==> config.mk <==
export PLATFORM = sky130hd
export DESIGN_NAME = crc16_frame_checker_unit
export DESIGN_NICKNAME = d
export VERILOG_FILES = /design/src/rtl/crc16fc_pkg.sv /design/src/rtl/crc16_frame_checker_unit.sv /design/src/rtl/crc16fc_crc_byte.sv /design/src/rtl/crc16fc_cfg_regs.sv
export VERILOG_INCLUDE_DIRS = /design/src /design/src/rtl
export SDC_FILE = /design/constraint.sdc
export NUM_CORES = 1
export LEC_CHECK = 0
export BUFFER_PORTS_ARGS = -buffer_cell sky130_fd_sc_hd__buf_2
export CAP_MARGIN = 5
export CORE_ASPECT_RATIO = 0.8
export CORE_UTILIZATION = 61
export CTS_BUF_LIST = sky130_fd_sc_hd__clkbuf_4
export DETAILED_ROUTE_END_ITERATION = 10
export GPL_ROUTABILITY_DRIVEN = 1
export PLACE_DENSITY = 0.88
export RECOVER_POWER = 100
export SLEW_MARGIN = 20
export SYNTH_ARGS = -nofsm -noshare
export SYNTH_HDL_FRONTEND = slang
export SYNTH_SLANG_ARGS = --single-unit
==> constraint.sdc <==
create_clock -name clk -period 4.4 [get_ports clk]
set_input_delay 0.66 -clock clk [delete_from_list [all_inputs] [get_ports clk]]
set_output_delay 0.66 -clock clk [all_outputs]
set_load 0.005 [all_outputs]
==> src/rtl/crc16_frame_checker_unit_assert.svh <==
// assertion macros for the crc16 frame checker
`ifndef CRC16_FRAME_CHECKER_UNIT_ASSERT_SVH
`define CRC16_FRAME_CHECKER_UNIT_ASSERT_SVH

// same-cycle implication, clocked on clk, quiet while in reset
`define C16FC_ASSERT_NOW(lbl, ante, cons) \
  lbl: assert property (@(posedge clk) disable iff (!rst_n) (ante) |-> (cons)) \
    else $error("crc16 frame checker: same-cycle check failed");

// next-cycle implication, clocked on clk, quiet while in reset
`define C16FC_ASSERT_NEXT(lbl, ante, cons) \
  lbl: assert property (@(posedge clk) disable iff (!rst_n) (ante) |=> (cons)) \
    else $error("crc16 frame checker: next-cycle check failed");

`endif

==> src/rtl/crc16fc_pkg.sv <==
package crc16fc_pkg;

  localparam logic [15:0] CRC_POLY = 16'hA001;
  localparam logic [15:0] CRC_INIT = 16'hFFFF;

  // byte position counts bytes seen, saturating
  localparam logic [2:0] POS_MAX       = 3'd7;
  localparam logic [2:0] POS_SYNC      = 3'd0;
  localparam logic [2:0] POS_ADDR_HI   = 3'd1;
  localparam logic [2:0] POS_ADDR_LO   = 3'd2;
  localparam logic [2:0] POS_OPERATION = 3'd3;
  localparam logic [2:0] POS_DATA_ADDR = 3'd4;
  // a frame ending at this position or beyond is long enough
  localparam logic [2:0] POS_MIN_LAST  = 3'd6;

  localparam logic [7:0] SYNC_RESET    = 8'h55;
  localparam logic [7:0] ADDR_HI_RESET = 8'hFE;
  localparam logic [7:0] ADDR_LO_RESET = 8'hFE;

  typedef enum logic [1:0] {
    REG_SYNC    = 2'd0,
    REG_ADDR_HI = 2'd1,
    REG_ADDR_LO = 2'd2
  } reg_index_t;

  typedef enum logic [1:0] {
    ST_GOOD    = 2'd0,
    ST_SHORT   = 2'd1,
    ST_BAD_HDR = 2'd2,
    ST_BAD_CRC = 2'd3
  } frame_status_t;

  typedef struct packed {
    logic [7:0] sync_byte;
    logic [7:0] address_first;
    logic [7:0] address_second;
  } cfg_t;

endpackage

==> src/rtl/crc16_frame_checker_unit.sv <==
// crc16 frame checker: takes a received serial frame one byte per beat on the
// in_ channel, with in_end_of_frame high on the final byte, and gives one
// result beat per frame on the out_ channel (status, operation byte, data
// address byte). a reflected crc-16 (poly 0xA001, start 0xFFFF) runs over all
// bytes except the trailing two, which carry the crc low byte first. status
// is good, too short (under seven bytes), bad header (sync and two address
// bytes against the cfg_ registers at 0x0, 0x4, 0x8) or bad crc, in that
// priority. throughput is one byte per clock: each byte passes through one
// unrolled eight-bit crc update and a 16-bit compare between the frame state
// registers and the result register, and a result waiting in the output
// register does not stop the next byte when out_ready is high in that cycle.
module crc16_frame_checker_unit (
  input  logic        clk,
  input  logic        rst_n,
  // byte input
  input  logic        in_valid,
  output logic        in_ready,
  input  logic [7:0]  in_data_byte,
  input  logic        in_end_of_frame,
  // frame result
  output logic        out_valid,
  input  logic        out_ready,
  output logic [1:0]  out_frame_status,
  output logic [7:0]  out_operation_code,
  output logic [7:0]  out_register_address,
  // register port
  input  logic        cfg_psel,
  input  logic        cfg_penable,
  input  logic        cfg_pwrite,
  input  logic [3:0]  cfg_paddr,
  input  logic [31:0] cfg_pwdata,
  output logic [31:0] cfg_prdata,
  output logic        cfg_pready
);
  import crc16fc_pkg::*;

  cfg_t cfg;

  // per-frame state
  logic [15:0] crc_r;
  logic [7:0]  older_r;
  logic [7:0]  newer_r;
  logic [2:0]  pos_r;
  logic        hdr_ok_r;
  logic [7:0]  held_op_r;
  logic [7:0]  held_addr_r;

  // result register
  logic        out_valid_r;
  logic [1:0]  status_r;
  logic [7:0]  op_r;
  logic [7:0]  addr_r;

  logic          accept;
  logic [15:0]   crc_fed;
  logic [15:0]   crc_cur;
  logic          hdr_ok_cur;
  logic [7:0]    op_cur;
  logic [7:0]    addr_cur;
  frame_status_t status_nxt;

  crc16fc_cfg_regs u_cfg (
    .clk         (clk),
    .rst_n       (rst_n),
    .cfg_psel    (cfg_psel),
    .cfg_penable (cfg_penable),
    .cfg_pwrite  (cfg_pwrite),
    .cfg_paddr   (cfg_paddr),
    .cfg_pwdata  (cfg_pwdata),
    .cfg_prdata  (cfg_prdata),
    .cfg_pready  (cfg_pready),
    .cfg         (cfg)
  );

  // the byte leaving the delay pair is never one of the trailing crc bytes
  crc16fc_crc_byte u_crc (
    .crc_in  (crc_r),
    .data_in (older_r),
    .crc_out (crc_fed)
  );

  // output register frees up when its beat is taken in the same cycle
  assign in_ready = ~out_valid_r | out_ready;
  assign accept   = in_valid & in_ready;

  assign crc_cur = (pos_r >= POS_ADDR_LO) ? crc_fed : crc_r;

  // header compare against live register values
  always_comb begin
    hdr_ok_cur = hdr_ok_r;
    if (pos_r == POS_SYNC && in_data_byte != cfg.sync_byte) begin
      hdr_ok_cur = 1'b0;
    end
    if (pos_r == POS_ADDR_HI && in_data_byte != cfg.address_first) begin
      hdr_ok_cur = 1'b0;
    end
    if (pos_r == POS_ADDR_LO && in_data_byte != cfg.address_second) begin
      hdr_ok_cur = 1'b0;
    end
  end

  assign op_cur   = (pos_r == POS_OPERATION) ? in_data_byte : held_op_r;
  assign addr_cur = (pos_r == POS_DATA_ADDR) ? in_data_byte : held_addr_r;

  // status priority: short, then header, then crc
  // trailing pair is crc low then high, so high byte is the current one
  always_comb begin
    if (pos_r < POS_MIN_LAST) begin
      status_nxt = ST_SHORT;
    end else if (!hdr_ok_cur) begin
      status_nxt = ST_BAD_HDR;
    end else if (crc_cur != {in_data_byte, newer_r}) begin
      status_nxt = ST_BAD_CRC;
    end else begin
      status_nxt = ST_GOOD;
    end
  end

  always_ff @(posedge clk) begin
    if (!rst_n) begin
      crc_r       <= CRC_INIT;
      older_r     <= 8'd0;
      newer_r     <= 8'd0;
      pos_r       <= 3'd0;
      hdr_ok_r    <= 1'b1;
      held_op_r   <= 8'd0;
      held_addr_r <= 8'd0;
    end else if (accept) begin
      if (in_end_of_frame) begin
        // back to a clean frame
        crc_r       <= CRC_INIT;
        older_r     <= 8'd0;
        newer_r     <= 8'd0;
        pos_r       <= 3'd0;
        hdr_ok_r    <= 1'b1;
        held_op_r   <= 8'd0;
        held_addr_r <= 8'd0;
      end else begin
        crc_r       <= crc_cur;
        older_r     <= newer_r;
        newer_r     <= in_data_byte;
        hdr_ok_r    <= hdr_ok_cur;
        held_op_r   <= op_cur;
        held_addr_r <= addr_cur;
        if (pos_r != POS_MAX) begin
          pos_r <= pos_r + 3'd1;
        end
      end
    end
  end

  always_ff @(posedge clk) begin
    if (!rst_n) begin
      out_valid_r <= 1'b0;
    end else if (accept && in_end_of_frame) begin
      out_valid_r <= 1'b1;
    end else if (out_ready) begin
      out_valid_r <= 1'b0;
    end
  end

  // result payload, no reset needed
  always_ff @(posedge clk) begin
    if (accept && in_end_of_frame) begin
      status_r <= status_nxt;
      op_r     <= op_cur;
      addr_r   <= addr_cur;
    end
  end

  assign out_valid            = out_valid_r;
  assign out_frame_status     = status_r;
  assign out_operation_code   = op_r;
  assign out_register_address = addr_r;

`include "crc16_frame_checker_unit_assert.svh"

  // last byte always leaves a result and a cleared frame
  `C16FC_ASSERT_NEXT(a_eof_result, accept && in_end_of_frame, out_valid_r && pos_r == 3'd0 && crc_r == CRC_INIT)
  // a byte ending before the seventh is always reported short
  `C16FC_ASSERT_NEXT(a_short_frame, accept && in_end_of_frame && pos_r < POS_MIN_LAST, status_r == ST_SHORT)
  // position steps by one on every mid-frame byte until it saturates
  `C16FC_ASSERT_NEXT(a_pos_step, accept && !in_end_of_frame && pos_r != POS_MAX, pos_r == $past(pos_r) + 3'd1)
  // header flag never recovers inside a frame
  `C16FC_ASSERT_NEXT(a_hdr_sticky, accept && !in_end_of_frame && !hdr_ok_r, !hdr_ok_r)

endmodule

==> src/rtl/crc16fc_crc_byte.sv <==
module crc16fc_crc_byte (
  input  logic [15:0] crc_in,
  input  logic [7:0]  data_in,
  output logic [15:0] crc_out
);
  import crc16fc_pkg::*;

  // reflected crc, eight bit steps unrolled
  always_comb begin
    logic [15:0] c;
    c = crc_in ^ {8'h00, data_in};
    for (int k = 0; k < 8; k++) begin
      if (c[0]) begin
        c = (c >> 1) ^ CRC_POLY;
      end else begin
        c = c >> 1;
      end
    end
    crc_out = c;
  end

endmodule

==> src/rtl/crc16fc_cfg_regs.sv <==
module crc16fc_cfg_regs (
  input  logic                clk,
  input  logic                rst_n,
  input  logic                cfg_psel,
  input  logic                cfg_penable,
  input  logic                cfg_pwrite,
  input  logic [3:0]          cfg_paddr,
  input  logic [31:0]         cfg_pwdata,
  output logic [31:0]         cfg_prdata,
  output logic                cfg_pready,
  output crc16fc_pkg::cfg_t   cfg
);
  import crc16fc_pkg::*;

  cfg_t       cfg_r;
  logic       wr_en;
  logic [1:0] idx;

  assign cfg_pready = 1'b1;
  assign idx        = cfg_paddr[3:2];
  assign wr_en      = cfg_psel & cfg_penable & cfg_pwrite;

  always_ff @(posedge clk) begin
    if (!rst_n) begin
      cfg_r.sync_byte      <= SYNC_RESET;
      cfg_r.address_first  <= ADDR_HI_RESET;
      cfg_r.address_second <= ADDR_LO_RESET;
    end else if (wr_en) begin
      case (idx)
        REG_SYNC:    cfg_r.sync_byte      <= cfg_pwdata[7:0];
        REG_ADDR_HI: cfg_r.address_first  <= cfg_pwdata[7:0];
        REG_ADDR_LO: cfg_r.address_second <= cfg_pwdata[7:0];
        default:     ;
      endcase
    end
  end

  always_comb begin
    case (idx)
      REG_SYNC:    cfg_prdata = {24'd0, cfg_r.sync_byte};
      REG_ADDR_HI: cfg_prdata = {24'd0, cfg_r.address_first};
      REG_ADDR_LO: cfg_prdata = {24'd0, cfg_r.address_second};
      default:     cfg_prdata = 32'd0;
    endcase
  end

  assign cfg = cfg_r;

endmodule
Yosys cells after proc, flatten, opt, wreduce, memory -nomap -nowiden

Cells that the tools add are included.
Widths: inputs -> output; s select.

Bits of input ports: 52
Word-level logic and storage cells: 81
Register bits after elaboration: 95
Output and inout port bits: 53

Equal/unequal tests: 11
Order comparisons: 2
Add/sub/neg operators: 1
Reduce and logical (&&, ||, !) cells: 12
Bitwise logic cells: 14
Mux-type cells: 27

Operators with widths:

| kind                | number |
|---|---|
| $mux 16             | 10 |
| $mux 8              | 6 |
| $ne 8x8->1          | 3 |
| $not 2->3           | 8 |
| $pmux 8 s3          | 1 |
| $ne 16x16->1        | 1 |
| $xor 16x8->16       | 1 |
| $reduce_and 2->1    | 4 |
| $eq 3x2->1 const B  | 2 |
| $mux 1              | 6 |
| $mux 3              | 2 |
| $logic_and 1x1->1   | 4 |
| $mux 2              | 2 |
| $reduce_bool 2->1   | 2 |
| $add 3x1->3 const B | 1 |
| $and 1x1->1         | 3 |
| $eq 3x1->1 const B  | 1 |
| $eq 3x3->1 const B  | 1 |
| $ge 3x2->1 const B  | 1 |
| $logic_not 3->1     | 1 |
| $lt 3x3->1 const B  | 1 |
| $ne 3x3->1 const B  | 1 |
| $eq 2x1->1 const B  | 1 |
| $eq 2x2->1 const B  | 1 |
| 3 further kinds     | 3 |

Logic depth before layout (Yosys ltp)

Word-level depth: 21
Depth in mapped cells: 11
Mapped depth without buffers: 10

Modules after synthesis

Synthesis repeated with hierarchy kept, for this count alone.

Cells, all modules: 570
Area total of the unflattened synthesis: 5,232.5 µm²

By module, submodules not included:

| module                   | seq. area each (µm²) | area an instance (µm²) | cells each | times used |
|---|---|---|---|---|
| crc16_frame_checker_unit | 1,601.5              | 3,572.2                | 389        | 1 |
| crc16fc_cfg_regs         | 480.5                | 1,376.3                | 152        | 1 |
| crc16fc_crc_byte         | 0.0                  | 284.0                  | 29         | 1 |

Worst setup path before layout

OpenSTA, ideal clock, no wires.

Path kind: reg-to-reg
Start point: reg pos_r[0]
End point: reg status_r[1], in the netlist out_frame_status[1], data pin
Required time: 4,139 ps
Arrival: 2,200 ps
Path buffers: 1
Stages on the path, launching flop included: 11
Setup slack: 1,939 ps
Cell sequence: dfxtp_1 > inv_1 > ha_1 > or3_1 > clkbuf_1 > a21oi_1 > xnor2_1 > nand4_1 > nor4_2 > nand4_1 > o311a_1

Cells in the longest elaborated chain, start to end: 6

Ends and longest elaborated chain:

| element                                            | line                            | RTL |
|---|---|---|
| start: declaration                                 | crc16_frame_checker_unit.sv:43  | `logic [2:0] pos_r;` |
| start signal: assignment                           | crc16_frame_checker_unit.sv:146 | `pos_r <= pos_r + 3'd1;` |
| branches (longest 6 deep; another with $ge 3x2->1) | n/a                             |  |
| end signal: assignment                             | crc16_frame_checker_unit.sv:165 | `status_r <= status_nxt;` |
| end: declaration                                   | crc16_frame_checker_unit.sv:50  | `logic [1:0] status_r;` |

Several ways; the timed one is not identified.
A chain may end at the register's enable or synchronous reset.

==> flow_summary.toml <==
[run_status]
status = "finished with violations"
violations = "capacitance limit, slew limit"

[global_route]
gr-total-overflow = 0
grt_pass1_vias = 3812
grt_pass1_wl_mm = 18.6
grt_max_degree = 62
grtUsageTotal = 0.274
grt_antenna_before_repair = 0

[synth]
synth_seq_cells = 95
synth.avg_cell_area_um2 = 9.03
synthTopCellsByArea = "dfxtp_1 31%, edfxtp_1 11%, xnor2_1 7.3%, nand2_1 6.9%, nor2b_1 4.0%"
ys_seq_area_frac = 0.413
yosys.area_share.simple = 0.200
synth.yosys.warnings = 0
synthMuxAreaShare = 0.0718
async_flop_share = 0
synth.largest_area_cell = "dfxtp_1"
ys.flop_type = "dfxtp_1"
synth_top_area_frac = 0.306
synth_xor_area_frac = 0.122
synth_cell_type_count = 47
synth_top_family_by_area = "simple AND/OR/NAND/NOR gates"
synth-compound-area-share = 0.107
syn_inst = 558
netlist_area_um2 = 5040
synth_edf_count = 18
synthAdderAreaFrac = 0.0149

[cts]
cts_root_buf = "clkbuf_4"
cts_buffers = 9
htree_levels = 3
cts_tree = "yes"
path_clk_slew_ns = 0.14
clockBufferDepth = 2
post_cts_buffers = 0
hold_buffers = 0
clkSinkCount = 95
post_cts_resized = 0
clkLatencyLatePin_ns = 0.46

[timing]
relSlewSlack = -0.485
tightest_slew_ns = 2.23
min_period_over_period = 0.708
fin_crit_ns = 3.11
clock_skew_ns = 0.0108
max_freq_ghz = 0.321
setup_violations = 0
whs_ns = 0.438
final_max_slew_viol_count = 62
rsz0062_at_grt = "false"
setup_tns_ns = 0
finalHoldViolCount = 0

[floorplan]
core_area_um2 = 7980
rows = 29
io-pin-count = 105
start_util = 0.631
dieArea_um2 = 8630
die_h_um = 83.3
dieWidth_um = 104

[routing]
routed_wl_mm = 11.5
first_iter_violations = 163
wl_per_cell_um = 16.5
met3_length_um = 899
dr_wl_met2_mm = 5.29
met1_length_mm = 5.01
top_layer_used = "met4"
vias = 4052
routed_via_density = 5.81
antenna_left = 0
drt-pass1-iter-count = 5
drc = 0

[final_layout]
utilization = 0.667
fill_cells = 660
syn_to_final_growth_pct = 5.74
drive_gt1_frac = 0.110
layout.nets = 643
num_antenna_cells = 0

[setup_path]
startpoint_type = "primary input"
cp_max_fo = 61
arrival_ns = 3.40
worst_setup_path_end_kind = "flip-flop"
critical_path_required_ns = 4.69
crit_type = "in2reg"

[power]
power.leakage_nw = 2.19
ir_worst_vdd_mv = 0.169
powerDensity_nw_per_um2 = 301

[min_path]
hp-class = "in2reg"

[flow_run]
maxCapViolations = 1

[placement]
dpl.hpwl_mm = 8.01
numPortBuffers = 53
gp_congestion = 0.903
[routing by layer]
layer	track usage	vias up
met4	0.109	0
met3	0.0628	29
met1	0.364	1925
met5	0	-
met2	0.434	195
li1	-	1903
[flip-flops by register name (all words and copies together), names as in the netlist]
signal	cells
u_cfg.cfg	24
crc_r	16
held_addr_r	8
held_op_r	8
newer_r	8
older_r	8
out_operation_code	8
out_register_address	8
pos_r	3
out_frame_status	2
hdr_ok_r	1
out_valid	1
[power breakdown]
| part | internal (mW) | leakage, nW | switching (mW) |
|---|---|---|---|
| registers | 0.903 | 0.798 | 0.0156 |
| clock network | 0.178 | 0.0742 | 0.307 |
| logic | 0.0744 | 1.31 | 0.125 |
[cell type report]
cell class	count	area, µm²	area share
multi-input cells	417	2690	0.505
flip-flops and latches	95	2080	0.391
repair buffers	55	259	0.0486
well taps	108	135	0.0254
clock buffers	10	75.1	0.0141
clock inverters	6	60.1	0.0113
inverters	7	26.3	0.00493
[critical path, stage by stage]
cell	delay (ns)
clkbuf_1	1.56
and2_0	0.95
o211ai_1	0.22
[through the flow]
stage / power, mW / std cells / worst slack (ns) / area, µm²
3_5_place_dp: 1.13 / 682 / 1.51 / 5210
2_1_floorplan: 1.09 / 581 / 1.94 / 5120
3_3_place_gp: 1.13 / 682 / 1.62 / 5210
6_report: 1.60 / 698 / 1.29 / 5330
5_1_grt: 1.65 / 698 / 1.10 / 5330
4_1_cts: 1.60 / 698 / 1.46 / 5350
[path summary, 6_finish.rpt]
path                               startpoint                  end  slack, ns  depth (start not counted)
worst max-delay path                    rst_n            crc_r[12]       1.29                          3
worst min-delay path            cfg_pwdata[6]        u_cfg.cfg[22]       0.44                          3
worst min register to register  u_cfg.cfg[15]        u_cfg.cfg[15]       0.52                          2
worst max register to register       pos_r[0]  out_frame_status[1]       1.40                         10
[cells by family after synthesis]
kind of cell,after synthesis
other cells,2
flops,95
buf+inv,69
xor+xnor,65
fa+ha+maj,6
mux,34
simple gates,203
compound gates,84
[cell usage in the layout, fill, tap and decap left out, drive strengths merged, types with 11 or more instances in the layout]
cell,instances
nand2,92
dfxtp,77
xnor2,47
buf,38
nor2b,32
clkbuf,27
conb,25
a21oi,24
nand3,20
o21ai,20
edfxtp,18
xor2,18
mux2i,17
mux2,17
and3,16
nor2,12
o211ai,11
and2,11
[cells in the mapped netlist, drive strengths merged (4+ instances only)]
cell type / count
nand4: 9
and3: 16
mux2i: 17
xnor2: 47
clkbuf: 35
a21oi: 24
buf: 27
a22oi: 10
nand2: 92
dfxtp: 77
nor2b: 32
a211oi: 5
mux2: 17
nand3: 20
xor2: 18
nor4: 4
inv: 7
and2: 11
nor2: 12
o211ai: 11
o21ai: 20
ha: 6
edfxtp: 18
No activity file was read; power rests on OpenSTA's default activity.
